<file path="src/sv/stp_pkg.sv">
package stp_pkg;

    // Input payload layout inside the slave tdata bus.
    localparam int ID_W     = 32;
    localparam int COORD_W  = 31;
    localparam int ONSET_W  = 16;
    localparam int BOOT_W   = 16;
    localparam int RAD_W    = 32;
    localparam int IN_TDATA_W  = 192;
    localparam int OUT_TDATA_W = 40;
    localparam int BIDX_W   = 6;
    localparam int TAU_W    = 32;
    localparam int CNT_W    = 32;
    localparam int SQ_W     = 64;
    localparam int D2_W     = 63;
    localparam int PROD_W   = 64;
    localparam int DIV_STEPS = 32;
    localparam int DCNT_W   = 5;

    localparam int ID_LO    = 0;
    localparam int X_LO     = 32;
    localparam int Y_LO     = 63;
    localparam int ONSET_LO = 94;
    localparam int KNOWN_LO = 110;
    localparam int BOOT_LO  = 111;
    localparam int INNER_LO = 127;
    localparam int OUTER_LO = 159;

    // Request kinds on the slave tuser bit.
    localparam logic REQ_POINT = 1'b0;
    localparam logic REQ_BAND  = 1'b1;

    // Configuration register indexes and reset values.
    localparam logic [0:0] REG_SERIAL_INTERVAL = 1'd0;
    localparam logic [0:0] REG_BOOT_CHECK      = 1'd1;
    localparam logic [ONSET_W-1:0] SERIAL_INTERVAL_RST = 16'd7;

    typedef enum logic [3:0] {
        S_LOAD,
        S_START,
        S_WALK,
        S_DRAIN,
        S_PROD,
        S_SAT,
        S_DIV,
        S_PUT,
        S_OUT,
        S_FINISH
    } t_state;

    // Commands from the controller to the datapath.
    typedef struct packed {
        logic load_en;
        logic walk_init;
        logic walk_step;
        logic band_first;
        logic band_next;
        logic prod;
        logic div_init;
        logic div_step;
        logic out_load;
        logic finish;
    } t_cmd;

    // Status from the datapath to the controller.
    typedef struct packed {
        logic load_last;
        logic has_pairs;
        logic walk_last;
        logic pipe_busy;
        logic no_bands;
        logic band_last;
        logic div_last;
        logic out_taken;
    } t_sts;

endpackage

</file>
<file path="src/sv/stp_ctrl.sv">
module stp_ctrl (
    input  logic           i_clk,
    input  logic           i_rst_n,
    input  stp_pkg::t_sts  i_sts,
    output stp_pkg::t_cmd  o_cmd
);

    stp_pkg::t_state r_state;
    stp_pkg::t_state n_state;

    // State register.
    always_ff @(posedge i_clk) begin
        if (!i_rst_n) begin
            r_state <= stp_pkg::S_LOAD;
        end else begin
            r_state <= n_state;
        end
    end

    // Next state.
    always_comb begin
        n_state = r_state;
        case (r_state)
            stp_pkg::S_LOAD: begin
                if (i_sts.load_last) n_state = stp_pkg::S_START;
            end
            stp_pkg::S_START: begin
                n_state = i_sts.has_pairs ? stp_pkg::S_WALK : stp_pkg::S_DRAIN;
            end
            stp_pkg::S_WALK: begin
                if (i_sts.walk_last) n_state = stp_pkg::S_DRAIN;
            end
            stp_pkg::S_DRAIN: begin
                if (!i_sts.pipe_busy) begin
                    n_state = i_sts.no_bands ? stp_pkg::S_FINISH : stp_pkg::S_PROD;
                end
            end
            stp_pkg::S_PROD: n_state = stp_pkg::S_SAT;
            stp_pkg::S_SAT:  n_state = stp_pkg::S_DIV;
            stp_pkg::S_DIV: begin
                if (i_sts.div_last) n_state = stp_pkg::S_PUT;
            end
            stp_pkg::S_PUT: n_state = stp_pkg::S_OUT;
            stp_pkg::S_OUT: begin
                if (i_sts.out_taken) begin
                    n_state = i_sts.band_last ? stp_pkg::S_FINISH : stp_pkg::S_PROD;
                end
            end
            stp_pkg::S_FINISH: n_state = stp_pkg::S_LOAD;
            default: n_state = stp_pkg::S_LOAD;
        endcase
    end

    // Command outputs.
    always_comb begin
        o_cmd = '0;
        case (r_state)
            stp_pkg::S_LOAD:  o_cmd.load_en = 1'b1;
            stp_pkg::S_START: o_cmd.walk_init = 1'b1;
            stp_pkg::S_WALK:  o_cmd.walk_step = 1'b1;
            stp_pkg::S_DRAIN: o_cmd.band_first = ~i_sts.pipe_busy;
            stp_pkg::S_PROD:  o_cmd.prod = 1'b1;
            stp_pkg::S_SAT:   o_cmd.div_init = 1'b1;
            stp_pkg::S_DIV:   o_cmd.div_step = 1'b1;
            stp_pkg::S_PUT:   o_cmd.out_load = 1'b1;
            stp_pkg::S_OUT:   o_cmd.band_next = i_sts.out_taken & ~i_sts.band_last;
            stp_pkg::S_FINISH: o_cmd.finish = 1'b1;
            default: o_cmd = '0;
        endcase
    end

endmodule

</file>
<file path="config.mk">
export PLATFORM = sky130hd
export DESIGN_NAME = stp_ctrl
export DESIGN_NICKNAME = d
export VERILOG_FILES = /design/src/sv/stp_pkg.sv /design/src/sv/stp_ctrl.sv
export SDC_FILE = /design/constraint.sdc
export NUM_CORES = 1
export LEC_CHECK = 0
export BUFFER_PORTS_ARGS = -buffer_cell sky130_fd_sc_hd__buf_2
export CORE_AREA = 2 2 39 41
export DETAILED_ROUTE_END_ITERATION = 10
export DIE_AREA = 0 0 41 43
export PLACE_DENSITY = 0.54
export REMOVE_ABC_BUFFERS = 1
export SLEW_MARGIN = 25
export SYNTH_ARGS = -nofsm -noshare
export SYNTH_HDL_FRONTEND = slang
export SYNTH_SLANG_ARGS = --single-unit
</file>
<file path="constraint.sdc">
create_clock -name i_clk -period 2 [get_ports i_clk]
set_input_delay 0.2 -clock i_clk [delete_from_list [all_inputs] [get_ports i_clk]]
set_output_delay 0.2 -clock i_clk [all_outputs]
set_load 0.05 [all_outputs]
</file>
After elaboration in Yosys (flattened, before gate mapping)
Index checks and enable logic that the tools add are counted.

Register bits after elaboration: 4. Input port bits: 10. Output and inout port bits: 10. Word-level logic and storage cells: 39.

Equality and inequality tests: 14. Multiplexer cells: 19. Bitwise logic cells: 3. Reductions and logical operators: 2.

Operators with widths (count): $pmux W4 S9 (1); $mux W4 (7); $eq A4 B3 Y1 const B (4); $mux W1 (11); $ne A2 B2 Y1 const B (5); $eq A4 B2 Y1 const B (2); $eq A4 B4 Y1 const B (2); $reduce_and A5 Y1 (1); $eq A4 B1 Y1 const B (1); $logic_not A4 Y1 (1); $not A1 Y1 (2); $and A1 B1 Y1 (1).

Depth between registers and ports, before layout
Depth after elaboration: 3. Depth in mapped cells: 5. Mapped depth without buffers: 4.

Worst setup path before layout
Ideal clock, no wire load.

Path type: register to output. Start: reg r_state[0]. End: out o_cmd[6] (netlist name). Arrival: 2.074 ns. Data required time: 1.800 ns. Setup slack: -0.274 ns. Cell stages (with the launch flop): 4. Path buffers: 1. Cell sequence: dfxtp_1 buf_4 nand2_1 nor4_1.

RTL lines: from (decl) (line stp_ctrl.sv:8) `stp_pkg::t_state r_state;`; from (signal assigned) (line stp_ctrl.sv:14) `r_state <= stp_pkg::S_LOAD;`; from (signal assigned) (line stp_ctrl.sv:16) `r_state <= n_state;`; to (decl) (line stp_ctrl.sv:5) `output stp_pkg::t_cmd o_cmd`.

==> impl_metrics.toml <==
[synth]
synth_top_area_cell = "dfxtp_1"
async_reset_ff_frac = 0
synth_most_common_cell = "nor2_1"
synthCells = 52
yosysTopAreaCellShare = 0.2000
ys_seq_area_frac = 0.2000
ys_warn_count = 0
synth_ff_type = "dfxtp_1"
synth_edf_count = 0
synth_common_cells = "6 x nor2_1, 5 x nor3_1, 4 x buf_4, 4 x dfxtp_1"
synth_area_um2 = 400.4
synth_cell_types = 28
ys_seq_elements = 4
synth_area_leaders = "dfxtp_1 20%, buf_4 7.5%, nor3_1 6.3%, nor2_1 5.6%, nand2b_1 4.7%"
synth.avg_cell_area_um2 = 7.700

[drt]
vias = 453
drcViolationCount = 0
routedWlPerCell_um = 12.51
vias_per_cell = 5.267
routed_wl_um = 1076
drtIter0Drc = 2
ant_nets = 0
first_pass_iters = 2

[worst_setup_path]
cp-startpoint = "r_state[3]"
r2r_end = "r_state[2]"
timing.rr.start = "r_state[3]"
crit_type = "register to output pin"
endpoint_kind = "output pin"
worst_setup_path_endpoint = "o_cmd[5]"
r2r_slack_ns = 0.30
worstPathArrival_ns = 1.59
crit_required_ns = 1.80
path_max_fanout = 17
setup.worst_path.start_class = "register"
reg2reg_depth = 4

[layout]
nNetsFinal = 82
regMostFlops = "r_state"
largest_reg_flops = 4
reg_top3 = "r_state (4)"
fillers = 162
drive_gt1_frac = 0.3571
diodes = 0
areaGrowthSynthToFinish_pct = 26.87
final_area_um2 = 508.0

[power]
p_sw_uw = 230.4
seqPwrFrac = 0.301
p_leak_nw = 0.2234
p_comb_frac = 0.497
peakVddDrop_v = 0.0002919
clkPwrFrac = 0.202
internal-power_uw = 245.4
power_density_nw_per_um2 = 936.6
sw_frac_of_total = 0.4842

[clock_network]
cts_buffers = 3
cts_sinks = 4
cts_buffer_depth = 2
clkSlewWorstSetupHoldPaths_ns = 0.04
clk_latency_ns = 0.23
cts_tree = "built"
cts_setup_buffers = 0
post_cts_resized = 0
cts_max_level = 1
clockRootBuffer = "clkbuf_4"
postCtsHoldBufs = 0

[die]
die_y_um = 43
die_x_um = 41
ios = 20
fp-row-count = 14
design.core.area_um2 = 1384
dieArea_um2 = 1763
initial_core_util = 0.2893

[sta]
finalMaxSlewViolations = 0
period_share = 0.8971
setup_ws_ns = 0.2057
hold_violations = 0
rsz0062_at_grt = "no"
maxSlewHeadroom = 0.6416
fin_crit_ns = 1.794
clock_skew_ns = 0.0001602
timing.fmax_ghz = 0.5573
setup_viol = 0
worst_slew_pin_slew_ns = 0.5368

[global_routing]
grt_max_degree = 18
overflow = 0
antenna_found_initial = 0
grt.total_usage = 0.1444
grt_pass1_wl_um = 1794
grt_pass1_vias = 427

[placement]
port_buffers = 19
place_ws_ns = 0.3076
place_congestion = 0.7495
dpl_cell_area_um2 = 485.5
dpl.hpwl_um = 793.5

[status]
status = "finished clean"

[run]
maxCapViolCount = 0

[min_path]
hold_class = "input port to register"
==> cell families after synthesis <==
kind of cell	after synthesis	share of synthesized area
compound gates	11	0.2094
buf+inv	5	0.08437
flops	4	0.2000
mux	1	0.02500
simple gates	31	0.4813
==> cells in the final DEF (no fill, tap or decap), drive strengths merged <==
cell type / instances
a21oi: 4
buf: 19
nand2: 2
nor4: 3
nand4b: 1
a2bb2oi: 1
or4bb: 1
dfxtp: 4
nor3: 5
a32o: 1
nor3b: 2
nor4b: 1
or4: 1
or4b: 1
inv: 1
o31a: 1
and2b: 1
a31o: 1
o311a: 1
nor2: 7
clkbuf: 3
o22ai: 1
nand4bb: 1
nand3: 2
mux2i: 1
o21bai: 1
nand2b: 3
==> area by class of cell <==
class | count | area (um2) | share of cell area
Timing Repair Buffer | 19 | 95.09 | 0.1872
Sequential cell | 4 | 80.08 | 0.1576
Multi-Input combinational cell | 43 | 286.5 | 0.5640
Clock buffer | 3 | 22.52 | 0.04433
Tap cell | 16 | 20.02 | 0.03941
Inverter | 1 | 3.754 | 0.007389
==> critical path: stages (launching register included) <==
cell	delay, ns
dfxtp_1	0.62
nand3_1	0.23
nor3b_1	0.22
buf_2	0.28
==> through the flow <==
stage / util / setup TNS (ns) / hold WS (ns) / std cells / power [mW]
finish: 0.3671 / 0 / 0.2650 / 86 / 0.4758
global route: 0.3671 / 0 / 0.2768 / 86 / 0.5073
CTS: 0.3671 / 0 / 0.2548 / 86 / 0.4839
detailed placement: 0.3508 / 0 / 0.5035 / 83 / 0.3803
global placement: 0.3508 / 0 / 0.5072 / 83 / 0.3786
floorplan: - / -0.6086 / 0.3312 / 48 / 0.3193
==> worst min-delay path by stage <==
stage / from / to / cells past startpoint
detailed placement: i_rst_n / r_state[3] / 2
global route: i_rst_n / r_state[3] / 2
finish: i_rst_n / r_state[3] / 2
CTS: i_rst_n / r_state[3] / 2
floorplan: i_rst_n / r_state[3] / 1
global placement: i_rst_n / r_state[3] / 2
==> power groups by stage <==
stage	Clock [mW]	Combinational (mW)	Sequential, mW
detailed placement	0	0.238	0.142
global placement	0	0.237	0.141
finish	0.0962	0.236	0.143
CTS	0.104	0.238	0.141
floorplan	0	0.191	0.128
global route	0.104	0.255	0.148
==> per-layer routing <==
metal,routed length (um),vias up,track usage
li1,-,237,-
met1,485,205,0.1955
met2,531,11,0.2125
met3,59,0,0.01571
met4,0,0,0.08000
met5,0,-,0
Note: power is estimated with default switching activity, not from simulation.
